==> src/design/toc_ram.sv <==
module toc_ram #(
    parameter int WIDTH = 8,
    parameter int DEPTH = 256
) (
    input  logic                     clk,
    input  logic                     wr_en,
    input  logic [$clog2(DEPTH)-1:0] wr_addr,
    input  logic [WIDTH-1:0]         wr_mask,
    input  logic [WIDTH-1:0]         wr_data,
    input  logic                     rd_en,
    input  logic [$clog2(DEPTH)-1:0] rd_addr,
    output logic [WIDTH-1:0]         rd_data
);

    logic [WIDTH-1:0] mem [DEPTH];

    // read-first: a read at the same edge as a write returns the old word
    always_ff @(posedge clk)
    begin
        for (int i = 0; i < WIDTH; i++)
        begin
            if (wr_en && wr_mask[i])
            begin
                mem[wr_addr][i] <= wr_data[i];
            end
        end
        if (rd_en)
        begin
            rd_data <= mem[rd_addr];
        end
    end

endmodule

==> config.mk <==
export PLATFORM = sky130hd
export DESIGN_NAME = toc_ram
export DESIGN_NICKNAME = d
export VERILOG_FILES = /design/src/design/toc_ram.sv
export SDC_FILE = /design/constraint.sdc
export NUM_CORES = 2
export LEC_CHECK = 0
export BUFFER_PORTS_ARGS = -buffer_cell sky130_fd_sc_hd__buf_2
export CORE_MARGIN = 2
export CORE_UTILIZATION = 50
export DETAILED_ROUTE_END_ITERATION = 10
export GPL_ROUTABILITY_DRIVEN = 1
export PLACE_DENSITY = 0.71
export SETUP_SLACK_MARGIN = 0.02
export SLEW_MARGIN = 40
export SYNTH_ARGS = -nofsm -noshare
export SYNTH_HDL_FRONTEND = slang
export SYNTH_SLANG_ARGS = --single-unit
export TNS_END_PERCENT = 5
==> constraint.sdc <==
create_clock -name clk -period 2.18 [get_ports clk]
set_input_delay 0.218 -clock clk [delete_from_list [all_inputs] [get_ports clk]]
set_output_delay 0.218 -clock clk [all_outputs]
set_load 0.05 [all_outputs]
==> summary.md <==
| Metric | Value |
|---|---|
| Status | `complete, but fails checks` |
| Failing checks | `setup timing` |
| Worst R2R Setup Slack | `-0.18 ns` |
| Worst-margin pin slew | `between 0.9 and 1 ns` |
| R2R Path Start | `mem[63][3]` |
| Hold Path End | `mem[29][6]` |
| TNS Setup | `-0.589 ns` |
| Clock H-tree levels | `4` |
| Fmax | `between 0.4 and 0.5 GHz` |
| Synth-to-Final Area Change | `14.8%` |
| Clk sinks | `between 2000 and 2500` |
| Fin nets | `between 6000 and 7000` |
| Routability cong. | `about 0.94` |
| RSZ-0062 raised after global routing | `true` |
| Crit-path max FO | `1` |
| Worst Skew | `between 0.03 and 0.04 ns` |
| Most frequent cells in the layout | `nor2_1, edfxtp_1, mux4_2` |
| Final hold vios | `0` |
| Xor/xnor share of the synthesized area | `0%` |
| Initial Util | `about half` |
| Area after DPL | `0.0943 mm^2` |
| Reg power frac | `53.2%` |
| Total of max-cap violations | `0` |
| Minimum clock period | `2.36 ns` |
| CTS Buf Count | `200` |
| Main synth FF type | `edfxtp_1` |
| Switching Share | `22.7%` |
| Pint | `0.0635 W` |
| Simple-gate share of the synthesized area | `a little over a tenth` |
| VDD IR-drop max | `between 800 and 900 uV` |
| First-pass DRT Iterations | `6` |
| CTS Root Cell | `clkbuf_16` |
| IO buf count | `between 40 and 50` |
| Crit Path Category | `reg -> reg` |
| Tot Pwr | `roughly 0.082 W` |
| IO Count | `43` |
| Dpl ws | `-1.23 ns` |
| Final ANT Viol Nets | `0` |
| First-pass GRT wire length | `about 360000 um` |
| Sw Pwr | `around 0.019 W` |
| Depth of the most critical reg-to-reg path | `7` |
| DP HPWL | `between 150000 and 200000 um` |
| Crit path DAT | `roughly 2.9 ns` |
| Final instance area | `0.101 mm^2` |
| Distinct cells, synth | `between 50 and 60` |
| Clock Path Buffers | `3` |
| Largest net degree at the start of global routing | `between 90 and 100` |
| Syn nets | `6022` |
| Slew Limit Fails | `0` |
| Die Span X | `423 um` |
| Initial DRC Count | `slightly above 8000` |
| Startpoint Class | `flip-flop` |
| Initial antenna violation count | `13` |
| Die Span Y | `roughly 420 um` |
| Setup WS post-layout | `-0.185 ns` |
| Multiplexer share of the synthesized area | `13.0%` |
| HP Start | `wr_mask[6]` |
| Layout cells sized above 1 | `20.7%` |
| Clock latency on the worst-skew pair | `about 0.85 ns` |
| Vias in the first global route | `approximately 54000` |
| CP Data Required Time | `~2.8 ns` |
| Syn_area_per_cell | `roughly 15 um^2` |
| Tot GR Track Use | `a little over a quarter` |
| FF-to-FF End | `rd_data[3]` |
| Pwr/cell area | `approximately 800 mW/mm^2` |
| TritonCTS clock tree | `yes` |
| Tcrit/Tclk final | `108%` |
| Total congestion overflow | `0` |
| Drt via density | `~6.2` |
| Fraction of the mapped netlist area in adder cells | `0%` |
| Leak | `32.1 nW` |
| Compound-Gate Fraction of Synth Area | `about 3.4%` |
| Hold/Removal Path Class | `in -> reg` |
| Drc violations | `0` |
| Synth Cell Area | `between 0.08 and 0.09 mm^2` |
| WL/cell | `roughly 28 um` |
| EDFF count, synth | `2056` |
| Power share of the combinational group | `approximately 7%` |
| Clk pin slew, worst setup/hold paths | `about 0.06 ns` |
| Clock power share | `39.8%` |
| Via count | `roughly 55000` |
| Syn Inst Count | `between 5000 and 6000` |
| Die area | `0.179 mm^2` |
| Overall routed net length | `around 240000 um` |
| Std-Cell Core Area | `approximately 0.17 mm^2` |
| Final core occ | `between 50% and 60%` |
| Largest family of logic cells by synthesized area | `multiplexers` |
| Crit path capture type | `flip-flop` |
| Final setup fails | `8` |
| Sequential element share of the synthesized area | `70.2%` |
| Yosys warns | `0` |
| Hold Path Depth | `4` |
| Slew HR | `between 30 and 40%` |
| Post-synth ARST share | `0%` |
| Cell Rows | `~150` |
| Register bit total from synthesis | `around 2100` |
| Leading cell type in the layout, fill and taps excluded | `nor2_1` |
==> power by group through the flow <==
stage	registers, W	clock network (W)	logic (W)
floorplan	0.0445	0	0.00259
global placement	0.0444	0	0.00547
detailed placement	0.0445	0	0.00557
CTS	0.0436	0.0329	0.00568
global route	0.0436	0.0343	0.00602
finish	0.0436	0.0326	0.00581
==> logic make-up after synthesis <==
| kind of cell | after synthesis |
|---|---|
| AO/OA/AOI/OAI | 417 |
| buffers and inverters | 451 |
| flip-flops | 2056 |
| multiplexers | 586 |
| AND/OR/NAND/NOR | 2477 |
==> critical path, cell delays in order (launching register included) <==
cell and delay (ns):
edfxtp_1 0.36, mux4_2 0.50, a22oi_2 0.19, buf_4 0.17, a21oi_1 0.08, buf_4 0.16
nor4_4 0.53, nor4_1 0.11
==> worst max path at each step <==
stage | cells past startpoint | endpoint | startpoint | slack, ns
2_1_floorplan | 8 | rd_data[0] | rd_addr[0] | 0.07
3_3_place_gp | 10 | rd_data[3] | rd_addr[0] | -1.37
3_5_place_dp | 10 | rd_data[5] | rd_addr[0] | -1.23
4_1_cts | 8 | rd_data[3] | mem[155][3] | -0.13
5_1_grt | 6 | rd_data[3] | mem[6][3] | -0.23
6_report | 7 | rd_data[3] | mem[63][3] | -0.18
==> metrics by stage <==
step                cells  hold WS [ns]
floorplan            5987         0.317
global placement     8392         0.555
detailed placement   8392         0.558
CTS                  8764        0.0230
global route         8771        0.0709
finish               8773        0.0866
==> registers in the layout, summed over array words and instances (netlist names) <==
| register | count |
|---|---|
| mem | 2048 |
| rd_data | 8 |
==> cell usage after synthesis, types with 2 or more instances <==
| master | instances | share of area, % |
|---|---|---|
| buf_1 | 54 | 0.23 |
| o211ai_1 | 8 | 0.068 |
| a211oi_1 | 15 | 0.13 |
| o22ai_1 | 23 | 0.16 |
| mux2i_1 | 135 | 1.5 |
| mux4_2 | 446 | 11 |
| a21boi_0 | 14 | 0.12 |
| o221ai_2 | 2 | 0.034 |
| o21ai_0 | 9 | 0.051 |
| nor2b_1 | 7 | 0.050 |
| buf_4 | 36 | 0.31 |
| edfxtp_1 | 2056 | 70 |
| nand2b_1 | 12 | 0.085 |
| clkbuf_1 | 290 | 1.2 |
| o2111ai_1 | 3 | 0.030 |
| o21a_1 | 3 | 0.026 |
| a21oi_1 | 83 | 0.47 |
| nor2_1 | 2086 | 8.9 |
| nor3b_1 | 2 | 0.017 |
| a221oi_1 | 25 | 0.25 |
| or3_1 | 2 | 0.014 |
| inv_1 | 2 | 0.0085 |
| a22oi_1 | 159 | 1.4 |
| a311oi_1 | 2 | 0.020 |
| nor4_1 | 30 | 0.21 |
| nand3b_1 | 2 | 0.017 |
| a22o_1 | 12 | 0.12 |
| buf_2 | 35 | 0.20 |
| nand2_1 | 290 | 1.2 |
| and3b_1 | 2 | 0.020 |
| mux2_2 | 5 | 0.064 |
| buf_6 | 8 | 0.10 |
| nor3_1 | 29 | 0.17 |
| and2_1 | 5 | 0.036 |
| nand4_1 | 3 | 0.021 |
| and3_1 | 3 | 0.021 |
| nand3_1 | 3 | 0.017 |
| o32ai_1 | 3 | 0.030 |
| o21ai_1 | 13 | 0.074 |
| o221ai_1 | 34 | 0.34 |
| a31oi_1 | 2 | 0.014 |
| buf_12 | 7 | 0.16 |
| buf_8 | 17 | 0.29 |
==> what timing repair did <==
item | 4_1_cts | 5_1_grt
hold buffers | 13 | 0
pin swaps | 10 | 7
setup buffers | 0 | 0
endpoints found under the setup margin | 8 | 8
hold endpoints to repair | 335 | 0
gates resized for setup | 39 | 28
==> per-layer routing <==
layer | part of all wire, % | GRT usage [%]
met5 | 0.0041 | 0
met4 | 4.7 | 11.8
met3 | 11 | 5.45
met2 | 48 | 42.6
met1 | 37 | 36.3
==> layout make-up <==
cell class	count	area, um^2
antenna	8	20.0
clock buffer	255	5300
clock inverter	104	766
fill	13212	73300
inverter	4	15.0
multi-input combinational	3480	24500
sequential	2056	61700
tap	2325	2910
timing repair buffer	541	5680
Note: power is estimated with default switching activity, not from simulation.
