--- config.mk ---
export PLATFORM = sky130hd
export DESIGN_NAME = toc_shade
export DESIGN_NICKNAME = d
export VERILOG_FILES = /design/src/design/toc_pkg.sv /design/src/design/toc_shade.sv
export SDC_FILE = /design/constraint.sdc
export NUM_CORES = 1
export LEC_CHECK = 0
export BUFFER_PORTS_ARGS = -buffer_cell sky130_fd_sc_hd__buf_2
export CORE_MARGIN = 2
export CORE_UTILIZATION = 46
export DETAILED_ROUTE_END_ITERATION = 8
export GPL_ROUTABILITY_DRIVEN = 0
export PLACE_DENSITY_LB_ADDON = 0.2
export SYNTH_ARGS = -nofsm -noshare
export SYNTH_HDL_FRONTEND = slang
export SYNTH_SLANG_ARGS = --single-unit
--- constraint.sdc ---
create_clock -name vclk -period 1.91
set_clock_uncertainty 0.1 [all_clocks]
set_input_delay 0.0955 -clock vclk [all_inputs]
set_output_delay 0.0955 -clock vclk [all_outputs]
set_load 0.02 [all_outputs]
--- src/design/toc_pkg.sv ---
package toc_pkg;

    localparam int CMD_W       = 2;
    localparam int ADDR_W      = 13;
    localparam int DATA_W      = 8;
    localparam int PX_W        = 10;
    localparam int PY_W        = 9;
    localparam int PIXEL_W     = 16;
    localparam int CFG_INDEX_W = 2;
    localparam int CFG_DATA_W  = 1;

    localparam int COL_W       = 7;
    localparam int ROW_W       = 5;
    localparam int CELL_W      = 12;
    localparam int BITPOS_W    = 3;
    localparam int ATTR_W      = 8;

    localparam int TEXT_ROWS_DEF   = 30;
    localparam int MAX_COLUMNS_DEF = 80;
    localparam int FONT_CHARS_DEF  = 256;

    localparam logic [COL_W-1:0] COLS_WIDE   = 7'd80;
    localparam logic [COL_W-1:0] COLS_NARROW = 7'd40;

    localparam logic [CMD_W-1:0] CMD_TEXT    = 2'd0;
    localparam logic [CMD_W-1:0] CMD_FONT    = 2'd1;
    localparam logic [CMD_W-1:0] CMD_COMPOSE = 2'd2;

    localparam logic [CFG_INDEX_W-1:0] CFG_EIGHTY = 2'd0;
    localparam logic [CFG_INDEX_W-1:0] CFG_MIX    = 2'd1;

    localparam logic [PIXEL_W-1:0] BLACK565 = 16'h0000;
    localparam logic [PIXEL_W-1:0] GREY565  = 16'h8410;

    typedef struct packed {
        logic                in_area;
        logic [CELL_W-1:0]   index;
        logic [BITPOS_W-1:0] bitpos;
        logic [2:0]          fontrow;
    } cell_t;

    function automatic logic [PIXEL_W-1:0] fg_color(input logic [3:0] idx);
        logic [PIXEL_W-1:0] c;
        case (idx)
            4'd0:    c = 16'h0000;
            4'd1:    c = 16'h8000;
            4'd2:    c = 16'h0400;
            4'd3:    c = 16'h0010;
            4'd4:    c = 16'h8400;
            4'd5:    c = 16'h0410;
            4'd6:    c = 16'h8010;
            4'd7:    c = 16'h4208;
            4'd8:    c = 16'h8410;
            4'd9:    c = 16'hF800;
            4'd10:   c = 16'h07E0;
            4'd11:   c = 16'h001F;
            4'd12:   c = 16'hFFE0;
            4'd13:   c = 16'h07FF;
            4'd14:   c = 16'hF81F;
            default: c = 16'hFFFF;
        endcase
        return c;
    endfunction

    function automatic logic [PIXEL_W-1:0] bg_color(input logic [3:0] idx);
        logic [PIXEL_W-1:0] c;
        case (idx)
            4'd7:    c = 16'h2104;
            default: c = fg_color(idx);
        endcase
        return c;
    endfunction

    function automatic logic [PIXEL_W-1:0] halve565(input logic [PIXEL_W-1:0] p);
        return {1'b0, p[15:12], 1'b0, p[10:6], 1'b0, p[4:1]};
    endfunction

endpackage

--- src/design/toc_shade.sv ---
module toc_shade (
    input  logic                            mix,
    input  logic                            in_area,
    input  logic [toc_pkg::DATA_W-1:0]      font_bits,
    input  logic [toc_pkg::BITPOS_W-1:0]    bitpos,
    input  logic [toc_pkg::ATTR_W-1:0]      attr,
    input  logic [toc_pkg::PIXEL_W-1:0]     gfx,
    output logic [toc_pkg::PIXEL_W-1:0]     pixel
);

    logic                        lit;
    logic [toc_pkg::PIXEL_W-1:0] fg;
    logic [toc_pkg::PIXEL_W-1:0] bg;

    always_comb
    begin
        lit = font_bits[3'd7 - bitpos];
        fg  = toc_pkg::fg_color(attr[3:0]);
        bg  = toc_pkg::bg_color(attr[7:4]);
        if (!in_area)
        begin
            pixel = gfx;
        end
        else if (lit)
        begin
            pixel = fg;
        end
        else if (!mix)
        begin
            pixel = bg;
        end
        else if (bg == toc_pkg::BLACK565)
        begin
            pixel = gfx;
        end
        else if (bg == toc_pkg::GREY565)
        begin
            pixel = toc_pkg::halve565(gfx);
        end
        else
        begin
            pixel = bg;
        end
    end

endmodule

==> results.cfg, run 1 <==
[run_status]
error_line = [ERROR DPL-0033] detailed placement checks failed during check placement.
outcome = did not finish
lastStage = 5_1_grt

[yosys]
ys_types = 54
synth_area_um2 = 1220
ys_seq_area_frac = 0
synth_warnings = 0
syn_inst = 172
syn_avg_cell_area_um2 = 7.08
synth_fp_nets = 223

[placed_design]
dp.cells = 284
port_buffers = 53
post-dp-hpwl_mm = 3.55
place_area_um2 = 1880

[cts]
postCtsHoldBufs = 0

[global_routing]
grt_max_degree = 14
grt_antenna_before_repair = 0

[die]
ioPinCount = 53
fp.dieH_um = 55.4
rows = 18
start_util = 0.487
die_w_um = 55.4

[sta]
endpoint_type = output port
grt-worst-endpoint = pixel[3]
==> repair_timing <==
item / in CTS
gates resized for setup: 55
buffers inserted: 7
pin swaps: 17
endpoints found under the setup margin: 16
==> cell families after synthesis <==
group | Yosys count | share of synthesized area
AOI/OAI and AO/OA | 73 | 0.414
and+or+nand+nor | 62 | 0.270
buffers and inverters | 15 | 0.0576
adders and majority gates | 14 | 0.144
muxes | 8 | 0.114
==> synth_stat cells, drive strengths merged (2+ instances only) <==
| cell type | count | area [um2] |
|---|---|---|
| o21bai | 4 | 41.3 |
| ha | 14 | 175 |
| nor2b | 2 | 12.5 |
| o21ai | 15 | 75.1 |
| a21o | 4 | 30.0 |
| o211ai | 2 | 15.0 |
| nand4 | 2 | 12.5 |
| or3b | 2 | 17.5 |
| o221ai | 2 | 17.5 |
| buf | 4 | 28.8 |
| inv | 7 | 26.3 |
| nand2 | 19 | 73.8 |
| and3 | 2 | 17.5 |
| o31ai | 2 | 15.0 |
| clkbuf | 3 | 11.3 |
| nand3 | 3 | 15.0 |
| a221o | 2 | 20.0 |
| mux4 | 3 | 75.1 |
| nor2 | 16 | 60.1 |
| a21oi | 15 | 78.8 |
| nor3 | 6 | 35.0 |
| o21a | 3 | 22.5 |
| nand2b | 4 | 25.0 |
| o22ai | 3 | 18.8 |
| o22a | 5 | 43.8 |
| a211oi | 4 | 30.0 |
| mux2i | 4 | 52.6 |
| a31oi | 4 | 25.0 |
==> per-stage QoR <==
stage          hold WS [ps]  setup slack (ps)  utilization
3_3_place_gp            440              -450        0.753
2_1_floorplan           263             -88.7            -
3_5_place_dp            442              -505        0.753
4_1_cts                 415              -348        0.866
==> run 2, diff against run 1 <==
CORE_AREA = 2 2 63 65   (was unset)
CORE_MARGIN = unset   (was 2)
CORE_UTILIZATION = unset   (was 46)
DIE_AREA = 0 0 65 67   (was unset)
PLACE_DENSITY_LB_ADDON = 0.15   (was 0.2)
clock period = 2.5 ns   (was 1.91 ns; I/O delays follow)
==> results.cfg, run 2 <==
[sta]
hold_ws_ps = 485
fin_crit_sh = 0.980
finalHoldViolations = 0
max_clock_freq_ghz = 0.408
fin_crit_ps = 2450
setup_violations = 0
maxSlewViolCount = 0
relSlewSlack = 0.635
rsz0062_at_grt = true
worst_pin_slew_ps = 542

[die]
ioPinCount = 53
die_w_um = 65
fp.dieH_um = 67
start_util = 0.338
die_area_um2 = 4360
rows = 22
fp.coreArea_um2 = 3610

[run_status]
outcome = complete, no violations

[layout]
num_antenna_cells = 0
num-nets-final = 292
final_common_cell = buf_2
most-common-layout-cells = 47 x buf_2, 24 x buf_4, 17 x nand2_1
finish.instance_area_um2 = 1760
syn_to_final_growth_pct = 44.9
clkbuf_count = 0
utilization = 0.489
drive_above_1_share = 0.418
seq_cells = 0
seqCellArea_um2 = 0

[route]
routedWlPerCell_um = 13.2
firstDrtPassIters = 4
vias = 1555
via_per_inst = 5.42
ant_nets = 0
drt-total-wl_mm = 3.80
route.detailed.drc = 0
drtIter0Drc = 52

[placed_design]
post-dp-hpwl_mm = 3.02
port_buffers = 53
place_area_um2 = 1620

[setup_path]
cp_slowest_cell = o21a_2
worstSetupPathType = in2out
cp_cell_sequence = buf_2 -> ha_1 -> buf_4 -> nor2b_1 -> o21a_2 -> buf_4 -> nor3_2 -> buf_4 -> o21bai_4 -> a31o_1 -> o21bai_1 -> a21o_1 -> buf_2
critPathCaptureType = output pin
arrival_ps = 2220
crit_path_start = attr[4]
startpoint_type = primary input
slowest_delay_ps = 260
crit_end = pixel[6]
required_ps = 2280
cp_common_cell = buf_4
path_max_fanout = 5

[yosys]
ys_seq_area_frac = 0
ys_types = 54
synth_area_um2 = 1220
synthTopCellsByArea = ha_1 14%, a21oi_1 5.8%, nand2_1 5.5%
synth_warnings = 0
synth_top_area_share = 0.144
post-synth-top-area-cell = ha_1
yosysMostFrequentCell = nand2_1
syn_inst = 172
synth_fp_nets = 223
syn_avg_cell_area_um2 = 7.08
yosys-top-cells-count = 18 x nand2_1, 16 x nor2_1, 14 x a21oi_1, 14 x ha_1, 12 x o21ai_0

[global_routing]
grt_antenna_before_repair = 0
overflow = 0
grt_pass1_vias = 1348
grt_max_degree = 17
gr-usage-all-layers = 0.169
grt_first_pass_wirelength_mm = 6.09

[run]
maxCapViolations = 0

[pwr]
switchingPower_mw = 0.234
clkPwrFrac = 0
p_per_area_nw_per_um2 = 240
switching_share = 0.552
p_total_mw = 0.424
ir_drop_uv = 108
p_int_mw = 0.190
seq_power_share = 0
p_leak_nw = 0.811
power.share.combinational = 1.000

[hold_path]
hold_class = in2out
min-delay-start = gfx[13]

[cts]
postCtsHoldBufs = 0
==> run 2: how the worst min path moves through the flow <==
| stage | to | slack [ps] | cells after the start |
|---|---|---|---|
| 2_1_floorplan | pixel[2] | 350 | 2 |
| 3_3_place_gp | pixel[1] | 500 | 3 |
| 3_5_place_dp | pixel[14] | 500 | 3 |
| 4_1_cts | pixel[14] | 500 | 3 |
| 5_1_grt | pixel[13] | 500 | 3 |
| 6_report | pixel[13] | 480 | 3 |
==> run 2: what timing repair did <==
action / CTS / global route
pin swaps: 0 / 8
setup buffers: 0 / 4
gates cloned: 0 / 1
setup endpoints to repair: 1 / 14
resized for setup: 1 / 28
==> run 2: final cells by class <==
class / instances / area, um2
multi-input combinational: 157 / 1220
inverter: 8 / 30.0
tap: 48 / 60.1
timing repair buffer: 74 / 449
fill: 389 / 1840
==> run 2: logic make-up (layout without fill, tap and decap cells) <==
group,count (synthesis),in the layout,share of synthesized area
compound gates,73,73,0.414
buf+inv,15,82,0.0576
simple gates,62,62,0.270
fa+ha+maj,14,14,0.144
mux,8,8,0.114
==> run 2: per-layer routing <==
layer	global-route usage	routed length [um]	share of wire	up-vias
li1	-	-	-	798
met1	0.266	1900	0.50	701
met2	0.269	1690	0.44	54
met3	0.00338	212	0.056	2
met4	0	2	0.00053	0
met5	0	0	0	-
==> run 2: metrics by stage <==
stage	TNS (ps)	cells	setup slack, ps
2_1_floorplan	0	172	268
3_3_place_gp	0	282	18.1
3_5_place_dp	-3.32	282	-3.32
4_1_cts	0	282	25.7
5_1_grt	-241	287	-45.2
6_report	0	287	51.1
==> run 2: power by group through the flow <==
stage	logic [mW]	clock network, mW	registers, mW
after global routing	0.463	0	0
after CTS	0.382	0	0
final	0.424	0	0
after floorplan	0.247	0	0
after global placement	0.379	0	0
after detailed placement	0.380	0	0
==> run 2: critical path, delay by kind of cell <==
family          cells  cell delay, ps
compound gates      5             810
buf+inv             5             730
simple gates        2             350
fa+ha+maj           1             200
No activity file was read; power rests on OpenSTA's default activity.
