File: src/design/toc_pkg.sv
package toc_pkg;

    localparam int CMD_W       = 2;
    localparam int ADDR_W      = 13;
    localparam int DATA_W      = 8;
    localparam int PX_W        = 10;
    localparam int PY_W        = 9;
    localparam int PIXEL_W     = 16;
    localparam int CFG_INDEX_W = 2;
    localparam int CFG_DATA_W  = 1;

    localparam int COL_W       = 7;
    localparam int ROW_W       = 5;
    localparam int CELL_W      = 12;
    localparam int BITPOS_W    = 3;
    localparam int ATTR_W      = 8;

    localparam int TEXT_ROWS_DEF   = 30;
    localparam int MAX_COLUMNS_DEF = 80;
    localparam int FONT_CHARS_DEF  = 256;

    localparam logic [COL_W-1:0] COLS_WIDE   = 7'd80;
    localparam logic [COL_W-1:0] COLS_NARROW = 7'd40;

    localparam logic [CMD_W-1:0] CMD_TEXT    = 2'd0;
    localparam logic [CMD_W-1:0] CMD_FONT    = 2'd1;
    localparam logic [CMD_W-1:0] CMD_COMPOSE = 2'd2;

    localparam logic [CFG_INDEX_W-1:0] CFG_EIGHTY = 2'd0;
    localparam logic [CFG_INDEX_W-1:0] CFG_MIX    = 2'd1;

    localparam logic [PIXEL_W-1:0] BLACK565 = 16'h0000;
    localparam logic [PIXEL_W-1:0] GREY565  = 16'h8410;

    typedef struct packed {
        logic                in_area;
        logic [CELL_W-1:0]   index;
        logic [BITPOS_W-1:0] bitpos;
        logic [2:0]          fontrow;
    } cell_t;

    function automatic logic [PIXEL_W-1:0] fg_color(input logic [3:0] idx);
        logic [PIXEL_W-1:0] c;
        case (idx)
            4'd0:    c = 16'h0000;
            4'd1:    c = 16'h8000;
            4'd2:    c = 16'h0400;
            4'd3:    c = 16'h0010;
            4'd4:    c = 16'h8400;
            4'd5:    c = 16'h0410;
            4'd6:    c = 16'h8010;
            4'd7:    c = 16'h4208;
            4'd8:    c = 16'h8410;
            4'd9:    c = 16'hF800;
            4'd10:   c = 16'h07E0;
            4'd11:   c = 16'h001F;
            4'd12:   c = 16'hFFE0;
            4'd13:   c = 16'h07FF;
            4'd14:   c = 16'hF81F;
            default: c = 16'hFFFF;
        endcase
        return c;
    endfunction

    function automatic logic [PIXEL_W-1:0] bg_color(input logic [3:0] idx);
        logic [PIXEL_W-1:0] c;
        case (idx)
            4'd7:    c = 16'h2104;
            default: c = fg_color(idx);
        endcase
        return c;
    endfunction

    function automatic logic [PIXEL_W-1:0] halve565(input logic [PIXEL_W-1:0] p);
        return {1'b0, p[15:12], 1'b0, p[10:6], 1'b0, p[4:1]};
    endfunction

endpackage

File: src/design/toc_cell_map.sv
module toc_cell_map #(
    parameter int TEXT_ROWS   = toc_pkg::TEXT_ROWS_DEF,
    parameter int MAX_COLUMNS = toc_pkg::MAX_COLUMNS_DEF
) (
    input  logic                     eighty,
    input  logic [toc_pkg::PX_W-1:0] pixel_x,
    input  logic [toc_pkg::PY_W-1:0] pixel_y,
    output toc_pkg::cell_t           loc
);

    localparam int TEXT_WORDS = TEXT_ROWS * MAX_COLUMNS;

    logic [toc_pkg::COL_W-1:0]  col;
    logic [toc_pkg::COL_W-1:0]  width;
    logic [toc_pkg::ROW_W-1:0]  row;
    logic [toc_pkg::CELL_W-1:0] index;

    always_comb
    begin
        if (eighty)
        begin
            col        = pixel_x[9:3];
            loc.bitpos = pixel_x[2:0];
            width      = toc_pkg::COLS_WIDE;
        end
        else
        begin
            col        = {1'b0, pixel_x[9:4]};
            loc.bitpos = pixel_x[3:1];
            width      = toc_pkg::COLS_NARROW;
        end
        row         = pixel_y[8:4];
        loc.fontrow = pixel_y[3:1];
        index       = toc_pkg::CELL_W'(col)
                    + toc_pkg::CELL_W'(row) * toc_pkg::CELL_W'(width);
        loc.index   = index;
        loc.in_area = (col < width) && (32'(row) < TEXT_ROWS) && (32'(index) < TEXT_WORDS);
    end

endmodule

File: config.mk
export PLATFORM = sky130hd
export DESIGN_NAME = toc_cell_map
export DESIGN_NICKNAME = d
export VERILOG_FILES = /design/src/design/toc_pkg.sv /design/src/design/toc_cell_map.sv
export SDC_FILE = /design/constraint.sdc
export NUM_CORES = 1
export LEC_CHECK = 0
export ABC_AREA = 0
export BUFFER_PORTS_ARGS = -buffer_cell sky130_fd_sc_hd__buf_2
export CAP_MARGIN = 0
export CORE_MARGIN = 8
export CORE_UTILIZATION = 49
export DETAILED_ROUTE_END_ITERATION = 7
export PLACE_DENSITY = 0.85
export SLEW_MARGIN = 10
export SYNTH_ARGS = -nofsm -noshare
export SYNTH_HDL_FRONTEND = slang
export SYNTH_SLANG_ARGS = --single-unit
File: constraint.sdc
create_clock -name vclk -period 4.8
set_clock_uncertainty 0.2 [all_clocks]
set_input_delay 0.24 -clock vclk [all_inputs]
set_output_delay 0.24 -clock vclk [all_outputs]
set_load 0.05 [all_outputs]
==> results of run 1 <==
[cell usage in the layout (no fill, tap or decap), drive strengths merged, types with 3 or more instances in the layout]
master,Yosys,layout
inv,8,8
and2,3,3
buf,4,32
nor2b,4,4
mux2,11,11
ha,22,22
fa,4,4
o21ai,3,3
[area by class of cell]
cell class                      count  area (um2)
Multi-Input combinational cell     71         728
Timing Repair Buffer               32         160
Fill cell                         142         586
Inverter                            8        30.0
Tap cell                           16        20.0
[where the power goes]
group,switching (mW),total (mW),internal [mW]
registers,0,0,0
logic,0.204,0.298,0.0949
clock network,0,0,0
[how the worst min path moves through the flow]
stage / slack, ns / endpoint / depth (start not counted) / startpoint
final: 0.28 / loc[0] / 0 / pixel_y[1]
after floorplan: 0.45 / loc[0] / 1 / pixel_y[1]
after global placement: 0.28 / loc[0] / 0 / pixel_y[1]
after global routing: 0.28 / loc[0] / 0 / pixel_y[1]
after detailed placement: 0.28 / loc[0] / 0 / pixel_y[1]
after CTS: 0.28 / loc[0] / 0 / pixel_y[1]
[critical path: stages]
cell	delay, ns
sky130_fd_sc_hd__buf_2	0.28
sky130_fd_sc_hd__mux2_2	0.40
sky130_fd_sc_hd__ha_1	0.27
sky130_fd_sc_hd__inv_1	0.06
sky130_fd_sc_hd__fa_1	0.50
sky130_fd_sc_hd__fa_1	0.54
sky130_fd_sc_hd__inv_1	0.05
sky130_fd_sc_hd__ha_1	0.34
sky130_fd_sc_hd__a211oi_1	0.34
sky130_fd_sc_hd__nor2_1	0.11
sky130_fd_sc_hd__xor2_1	0.16
sky130_fd_sc_hd__a211o_1	0.27
sky130_fd_sc_hd__a21oi_4	0.14
sky130_fd_sc_hd__buf_2	0.27
[cell families (layout without fill, tap and decap cells)]
kind of cell	after synthesis	after routing	synth area share [%]
adder cells (fa/ha/maj)	26	26	44.6
AND/OR/NAND/NOR	17	17	12.2
buffers and inverters	17	40	9.58
AO/OA/AOI/OAI	13	13	13.7
multiplexers	11	11	15.5
XOR/XNOR	4	4	4.40
[per-layer routing]
layer  vias up  GRT usage [%]  part of all wire (%)
met5         -              0                     0
met4         0           1.72                  0.69
met3         2           1.35                   3.7
met2        10           21.1                    56
met1       309           12.1                    39
li1        356              -                     -
[stage by stage]
stage | worst slack, ns | cells | power, mW | util [%] | hold WS [ns]
after floorplan | 0.00923 | 88 | 0.253 | - | 0.447
after global placement | 0.488 | 127 | 0.293 | 61.6 | 0.281
after detailed placement | 0.393 | 127 | 0.300 | 61.6 | 0.281
after CTS | 0.383 | 127 | 0.302 | 61.6 | 0.281
after global routing | 0.173 | 127 | 0.324 | 61.6 | 0.280
final | 0.386 | 127 | 0.298 | 61.6 | 0.280
==> results.txt, run 1 <==
The worst-case IR drop observed on VDD is 0.000153 V. For this design the ratio of total power to cell area is 318 mW/mm2. The die is 56.3 um wide. By area the synthesized netlist is led by sky130_fd_sc_hd__ha_1, sky130_fd_sc_hd__mux2_2, sky130_fd_sc_hd__fa_1. Measured along the y axis, the die boundary spans 56.3 um.

Data arrives at the worst endpoint at 3.97 ns. The relative slew slack is 77.2%. Post-CTS timing repair inserted 0 buffers for setup. The class of the most critical hold timing path is input port to output port.

The post-synthesis to final-layout area growth came out at 17.7%. After the first detailed-routing iteration, the DRC count stood at 5. The initial antenna violation count came to 0.

Dividing the detail-routed wire length by the instance count gives 13.7 um. Summed over all cells, the static leakage comes to 0.522 nW. The highest clock frequency the design can meet came out at 227 MHz. The post-synthesis area per instance is 9.06 um2. The minimum clock period is 4.41 ns.

The launching element of the worst setup path is eighty. The number of rows created at floorplan is 14. Routability-driven placement finished with a final weighted congestion of 0.729.

The number of gates resized after CTS was 0. The top cell type by total area after synthesis is sky130_fd_sc_hd__ha_1. The layout clock buffer count came out at 0. The category of the critical setup timing path is input port to output port.

The detailed-route vias per instance is 5.33. STA classifies the critical path endpoint as an output port. Summing every instance area after synthesis gives 797 um2.

The total setup violations reported at the end of the flow came out at 0. The core box area came out at 0.00152 mm2. The footprint of the flip-flops and latches is 0 um2. The final route contains 677 vias. The maximum fanout along the worst path is 18. The slew of the pin with the lowest slew margin came out at 0.340 ns.

The final clock period utilization by the worst path is 92.0%. Data on the critical path is required at its endpoint by 4.36 ns. In the final timing run, aggregate negative setup slack is 0 ns. The final-report max-slew violation count is 0.

The largest net degree at the start of global routing is 19. STA classifies the critical path startpoint as an input port. The number of global-route vias before repair is 732. The final cell area excluding filler cells came out at 938 um2. Buffers inserted to repair hold after CTS numbered 0. The number of standard cells after synthesis came out at 88. Once detail routing completed, the nets flagged for antenna violations numbered 0. For this configuration, the core starts out at a cell density of 52.3%. The design has 0 sequential cells.

The detailed placer's ending HPWL came out at 1620 um. The ratio of cells with drive above 1 in the final layout is 44.1%. The sequential fraction of the synthesis area is 0%. The count of buffers inserted at the top-level ports came out at 32. The global-route usage over all layers is 10.8%.

In this run the worst setup path terminates at loc[18]. The distinct cell type count after synthesis came out at 31. The run finished with clean final reports. The number of remaining DRC errors came out at 0. The max-cap violation count is 0. The placed instances occupy a cell area of 938 um2. The number of warnings printed during yosys synthesis came out at 0. The top cell type by area accounts for 34.5% of the synthesized area. The number of hold violations in the final report came out at 0.

The antenna diode instance count is 0. By count the netlist is led by sky130_fd_sc_hd__ha_1, sky130_fd_sc_hd__mux2_2, sky130_fd_sc_hd__inv_1. The count of pins on the block boundary came out at 39. The overall routed net length is 1740 um. The detailed-routing iteration count for the pre-antenna-repair pass came out at 4. The die outline area is 0.00317 mm2. The most repeated cell in the gate-level netlist after synthesis is sky130_fd_sc_hd__ha_1. Synthesis produced a netlist with a net count of 134.

The wire length of the first global-routing pass came out at 3080 um. Setup repair after global routing left no endpoint under its margin. The aggregate global routing overflow is 0. The number of nets in the final layout came out at 159.
No activity file was read; power rests on OpenSTA's default activity.
==> run 2, diff against run 1 <==
- PLACE_DENSITY: 0.85 -> 0.84
- clock period: 4.8 -> 4.9 ns (I/O delays scaled with it)
==> results.txt, run 2 (synthesis gave the netlist of run 1 again) <==
Status: finished clean (unchanged). The maximum resistive drop on vdd came out at 0.000318 V (was 0.000153 V). The slew of the pin with the lowest slew margin is 0.365 ns (was 0.340 ns). The mean routed wirelength per cell is 14.0 um (was 13.7 um). The height of the die is 56.3 um (unchanged). The number of flip-flops and latches is 0 (unchanged).

The power density relative to cell area came out at 311 mW/mm2 (was 318 mW/mm2). The placed instance area came out at 931 um2 (was 938 um2). The overall routed net length is 1770 um (was 1740 um).

The detailed-route vias per instance came to 5.45 (was 5.33). The initial antenna violation count came out at 0 (unchanged). The final core utilization came to 61.1% (was 61.6%). The final setup slack of the worst path came out at 0.503 ns (was 0.386 ns). The number of hold violations in the final report came out at 0 (unchanged). Commonest cells after routing, fill and taps aside: sky130_fd_sc_hd__buf_2, sky130_fd_sc_hd__ha_1, sky130_fd_sc_hd__mux2_2 (unchanged). The critical path data arrival time is 3.95 ns (was 3.97 ns).

The category of the critical setup timing path is input port to output port (unchanged). The maximum fanout along the worst path was 18 (unchanged). The cell leakage power came out at 0.520 nW (was 0.522 nW). The number of global-route vias before repair is 763 (was 732).

The aggregate global routing overflow is 0 (unchanged). Of the available clock period, the critical path in the final layout requires 89.7%. The layout clock buffer count came out at 0 (unchanged).

The final estimated routing congestion in global placement is 0.749 (was 0.729). The count of buffers inserted at the top-level ports came out at 32 (unchanged). The post-synthesis to final-layout area growth is 16.8% (was 17.7%). The detailed placer's ending HPWL is 1610 um (was 1620 um).

The number of remaining DRC errors is 0 (unchanged). The detailed-routing iteration count for the pre-antenna-repair pass is 2 (was 4). The total setup violations reported at the end of the flow is 0 (unchanged). The sort of element at the end of the critical path is an output port (unchanged). The global-route usage over all layers came out at 11.3% (was 10.8%).

The final total negative setup slack is 0 ns (unchanged). The number of buffers inserted by post-CTS setup repair is 0 (unchanged). The post-cts hold buffer count is 0 (unchanged). The final-report max-slew violation count was 0 (unchanged). The type of origin of the critical path was an input port (unchanged). The core box area is 0.00152 mm2 (unchanged). The number of nets in the final layout is 159 (unchanged). The relative slew slack is 75.0% (was 77.2%). The ratio of cells with drive above 1 in the final layout is 44.1% (unchanged). The class of the most critical hold timing path is input port to output port (unchanged).

The max-cap violation count is 0 (unchanged). The total area of multi-input combinational cells is 721 um2 (was 728 um2). The final cell area excluding filler cells came out at 931 um2 (was 938 um2). The highest clock frequency the design can meet is 227 MHz.

The footprint of the flip-flops and latches is 0 um2 (unchanged). Unrepaired setup endpoints after global routing: no (unchanged). The post-route total power is 289 uW (was 298 uW). The number of nets still failing antenna checks after routing is 0 (unchanged). The required time of the worst setup path is 4.45 ns (was 4.36 ns).

The die span in x came out at 56.3 um (unchanged). The largest net degree at the start of global routing came to 19 (unchanged). The wire length of the first global-routing pass came out at 3260 um (was 3080 um).

The die outline area was 0.00317 mm2 (unchanged). The antenna diode instance count came to 0 (unchanged). The detailed-route via count came out at 692 (was 677). The number of rows created at floorplan was 14 (unchanged).

The count of pins on the block boundary is 39 (unchanged). The post-cts sizing count is 0 (unchanged). The minimum setup slack after placement came out at 0.482 ns (was 0.393 ns). The most common cell after layout, fill and taps aside is sky130_fd_sc_hd__buf_2 (unchanged). The final-layout fill cell count is 139 (was 142). The minimum clock period is 4.40 ns. The first-iteration detailed-routing DRC count came out at 3 (was 5). The initial standard-cell utilization of the core is 52.3% (unchanged).
[run 2: changes by cell type in the layout (fill, tap and decap cells not counted)]
cell,before,now
sky130_fd_sc_hd__a21oi_2,0,1
sky130_fd_sc_hd__a21oi_4,1,0
[run 2: through the flow]
stage / std cells / hold WS (ns)
2_1_floorplan: 88 / 0.457
4_1_cts: 127 / 0.290
3_5_place_dp: 127 / 0.290
5_1_grt: 127 / 0.290
6_report: 127 / 0.290
3_3_place_gp: 127 / 0.290
[run 2: worst paths after layout]
kind	from	end	slack [ns]	cells past startpoint
setup / recovery	eighty	loc[18]	0.50	14
hold / removal	pixel_y[3]	loc[2]	0.29	0
[run 2: final cells by class]
| type | instances | area share, % |
|---|---|---|
| repair buffers | 32 | 17.2 |
| inverters | 8 | 3.23 |
| well taps | 16 | 2.15 |
| multi-input cells | 71 | 77.4 |
[run 2: layer usage]
| layer | global-route usage (%) | part of all wire [%] | vias to the layer above |
|---|---|---|---|
| met3 | 4.04 | 10 | 0 |
| met4 | 0.344 | 0 | 0 |
| met5 | 0 | 0 | - |
| met1 | 12.7 | 43 | 312 |
| met2 | 20.8 | 47 | 28 |
| li1 | - | - | 352 |
[run 2: worst max-delay path, stage by stage]
cell and delay (ns):
sky130_fd_sc_hd__buf_2 0.29, sky130_fd_sc_hd__mux2_2 0.40, sky130_fd_sc_hd__ha_1 0.28, sky130_fd_sc_hd__inv_1 0.05, sky130_fd_sc_hd__fa_1 0.51, sky130_fd_sc_hd__fa_1 0.57
sky130_fd_sc_hd__inv_1 0.05, sky130_fd_sc_hd__ha_1 0.34, sky130_fd_sc_hd__a211oi_1 0.32, sky130_fd_sc_hd__nor2_1 0.11, sky130_fd_sc_hd__xor2_1 0.16, sky130_fd_sc_hd__a211o_1 0.25
sky130_fd_sc_hd__a21oi_2 0.13, sky130_fd_sc_hd__buf_2 0.27
[run 2: where the power goes]
group          total (mW)  internal (mW)  leakage [nW]  switching [mW]
clock network           0              0             0               0
registers               0              0             0               0
logic               0.289         0.0923         0.520           0.197
==> run 3, diff against run 2 <==
- BUFFER_PORTS_ARGS: -buffer_cell sky130_fd_sc_hd__buf_2 -> -buffer_cell sky130_fd_sc_hd__buf_4
- RECOVER_POWER: not set -> 100
==> results.txt, run 3 (synthesis gave the netlist of run 1 again) <==
The category of the critical setup timing path is input port to output port (unchanged). The wire length of the first global-routing pass came to 3090 um (was 3260 um). The capture point of the worst path is loc[17] (was loc[18]). The number of nets in the final layout came out at 159 (unchanged). The number of remaining DRC errors was 0 (unchanged). The count of pins on the block boundary came to 39 (unchanged). The highest clock frequency the design can meet came out at 233 MHz (was 227 MHz). The initial antenna violation count came out at 0 (unchanged).

The max-cap violation count came to 0 (unchanged). The number of buffers inserted by post-CTS setup repair is 0 (unchanged). The minimum clock period came out at 4.29 ns (was 4.40 ns).

The launching element of the worst setup path is eighty (unchanged). The final-report max-slew violation count came out at 0 (unchanged). The detailed-routing iteration count for the pre-antenna-repair pass came out at 2 (unchanged). The mean routed wirelength per cell came to 13.4 um (was 14.0 um). The final setup slack of the worst path came out at 0.610 ns (was 0.503 ns). The final-layout fill cell count came out at 150 (was 139). The final total negative setup slack is 0 ns (unchanged). The aggregate global routing overflow was 0 (unchanged). The detailed-route via count is 697 (was 692). The detailed placer's ending HPWL came out at 1550 um (was 1610 um). The post-cts sizing count is 0 (unchanged). The switching share of total power is 69.0% (was 68.1%). The final estimated routing congestion in global placement came to 0.737 (was 0.749). The maximum fanout along the worst path was 18 (unchanged).

The die outline area came to 0.00317 mm2 (unchanged). The core box area is 0.00152 mm2 (unchanged). The height of the die came to 56.3 um (unchanged). The number of global-route vias before repair came out at 739 (was 763). Cell breakdown of the critical path: buf_4 > mux2_2 > ha_1 > inv_1 > fa_1 > fa_1 > inv_1 > ha_1 > a211oi_1 > o21bai_1 > a21oi_1 > xnor2_1 > clkbuf_1 (was buf_2 > mux2_2 > ha_1 > inv_1 > fa_1 > fa_1 > inv_1 > ha_1 > a211oi_1 > nor2_1 > xor2_1 > a211o_1 > a21oi_2 > buf_2). The maximum cell stage delay along the critical path is 0.55 ns (was 0.57 ns). The number of nets still failing antenna checks after routing was 0 (unchanged).

The cell leakage power was 0.495 nW (was 0.520 nW). The class of the most critical hold timing path is input port to output port (unchanged). The clock network fraction of design power was 0% (about the same). The power density relative to cell area came out at 296 mW/mm2 (was 311 mW/mm2). The post-synthesis to final-layout area growth came out at 20.3% (was 16.8%).

The overall routed net length was 1710 um (was 1770 um). The total setup violations reported at the end of the flow is 0 (unchanged). The number of hold violations in the final report came out at 0 (unchanged). The internal power contribution came out at 87.9 uW (was 92.3 uW). The switching power summed over all nets came out at 195 uW (was 197 uW).

The count of buffers inserted at the top-level ports came out at 32 (unchanged). The detailed-route vias per instance came out at 5.49 (was 5.45). The ratio of cells with drive above 1 in the final layout is 31.5% (was 44.1%). The final clock period utilization by the worst path was 87.6% (was 89.7%). The combinational fraction of design power is 100.0% (about the same). The number of rows created at floorplan came out at 14 (unchanged). The type of origin of the critical path is an input port (unchanged).

The minimum setup slack after placement is 0.702 ns (was 0.482 ns). The part of the total power dissipated in sequential elements came out at 0% (about the same). The critical path data arrival time is 3.85 ns (was 3.95 ns). The initial standard-cell utilization of the core was 52.3% (unchanged). The required time of the worst setup path is 4.45 ns (about the same).

The family with the most delay on the worst path is adder cells (unchanged). The sort of element at the end of the critical path was an output port (unchanged). The post-cts hold buffer count came out at 0 (unchanged). The total area of multi-input combinational cells is 721 um2 (unchanged). Unrepaired setup endpoints after global routing: no (unchanged). The worst hold slack was 0.290 ns (unchanged). The number of flip-flops and latches is 0 (unchanged).

The slew of the pin with the lowest slew margin came out at 0.617 ns (was 0.365 ns). The die span in x came out at 56.3 um (unchanged). The library cell contributing the largest single delay on the critical path is sky130_fd_sc_hd__fa_1 (unchanged). The maximum resistive drop on vdd came out at 0.000275 V (was 0.000318 V). The number of cells on the critical path was 13 (was 14).

Commonest cells after routing, fill and taps aside: sky130_fd_sc_hd__ha_1, sky130_fd_sc_hd__buf_4, sky130_fd_sc_hd__clkbuf_1 (was sky130_fd_sc_hd__buf_2, sky130_fd_sc_hd__ha_1, sky130_fd_sc_hd__mux2_2). The global-route usage over all layers was 10.9% (was 11.3%). Status: finished clean (unchanged). The antenna diode instance count came out at 0 (unchanged). The most common cell after layout, fill and taps aside is sky130_fd_sc_hd__ha_1 (was sky130_fd_sc_hd__buf_2).

The final core utilization is 62.9% (was 61.1%). The largest net degree at the start of global routing came out at 19 (unchanged). The first-iteration detailed-routing DRC count came to 7 (was 3). The relative slew slack is 59.0% (was 75.0%). The sum of buffers and inverters on the critical path came out at 4 (unchanged). The footprint of the flip-flops and latches came out at 0 um2 (unchanged). The layout clock buffer count was 0 (unchanged).
[run 3: cell count changes in the layout (fill, tap and decap cells not counted), sizes merged]
cell,delta
clkbuf,+14
buf,-14
[run 3: worst min path at each step]
stage | startpoint | to | slack [ns] | depth (start not counted)
final | pixel_y[3] | loc[2] | 0.29 | 0
after floorplan | pixel_y[1] | loc[0] | 0.46 | 1
after CTS | pixel_y[1] | loc[0] | 0.29 | 0
after global placement | pixel_y[1] | loc[0] | 0.29 | 0
after global routing | pixel_y[3] | loc[2] | 0.29 | 0
after detailed placement | pixel_y[1] | loc[0] | 0.29 | 0
[run 3: per-layer routing]
layer	GRT usage [%]	share of wire, %
met1	12.9	47
met2	19.3	44
met3	2.92	8.1
met4	1.37	0.88
met5	0	0
[run 3: per-stage QoR]
stage | instances | cell area [um2] | total power [mW]
6_report | 127 | 958 | 0.283
5_1_grt | 127 | 958 | 0.308
4_1_cts | 127 | 1010 | 0.315
3_5_place_dp | 127 | 1010 | 0.313
3_3_place_gp | 127 | 1010 | 0.309
2_1_floorplan | 88 | 797 | 0.245
[run 3: layout make-up]
| cell class | count | area share [%] |
|---|---|---|
| inverters | 8 | 3.13 |
| well taps | 16 | 2.09 |
| multi-input cells | 71 | 75.2 |
| repair buffers | 32 | 19.6 |
[run 3: power groups by stage]
stage / combinational [mW] / clock [mW] / sequential, mW
final: 0.283 / 0 / 0
after floorplan: 0.245 / 0 / 0
after CTS: 0.315 / 0 / 0
after detailed placement: 0.313 / 0 / 0
after global routing: 0.308 / 0 / 0
after global placement: 0.309 / 0 / 0
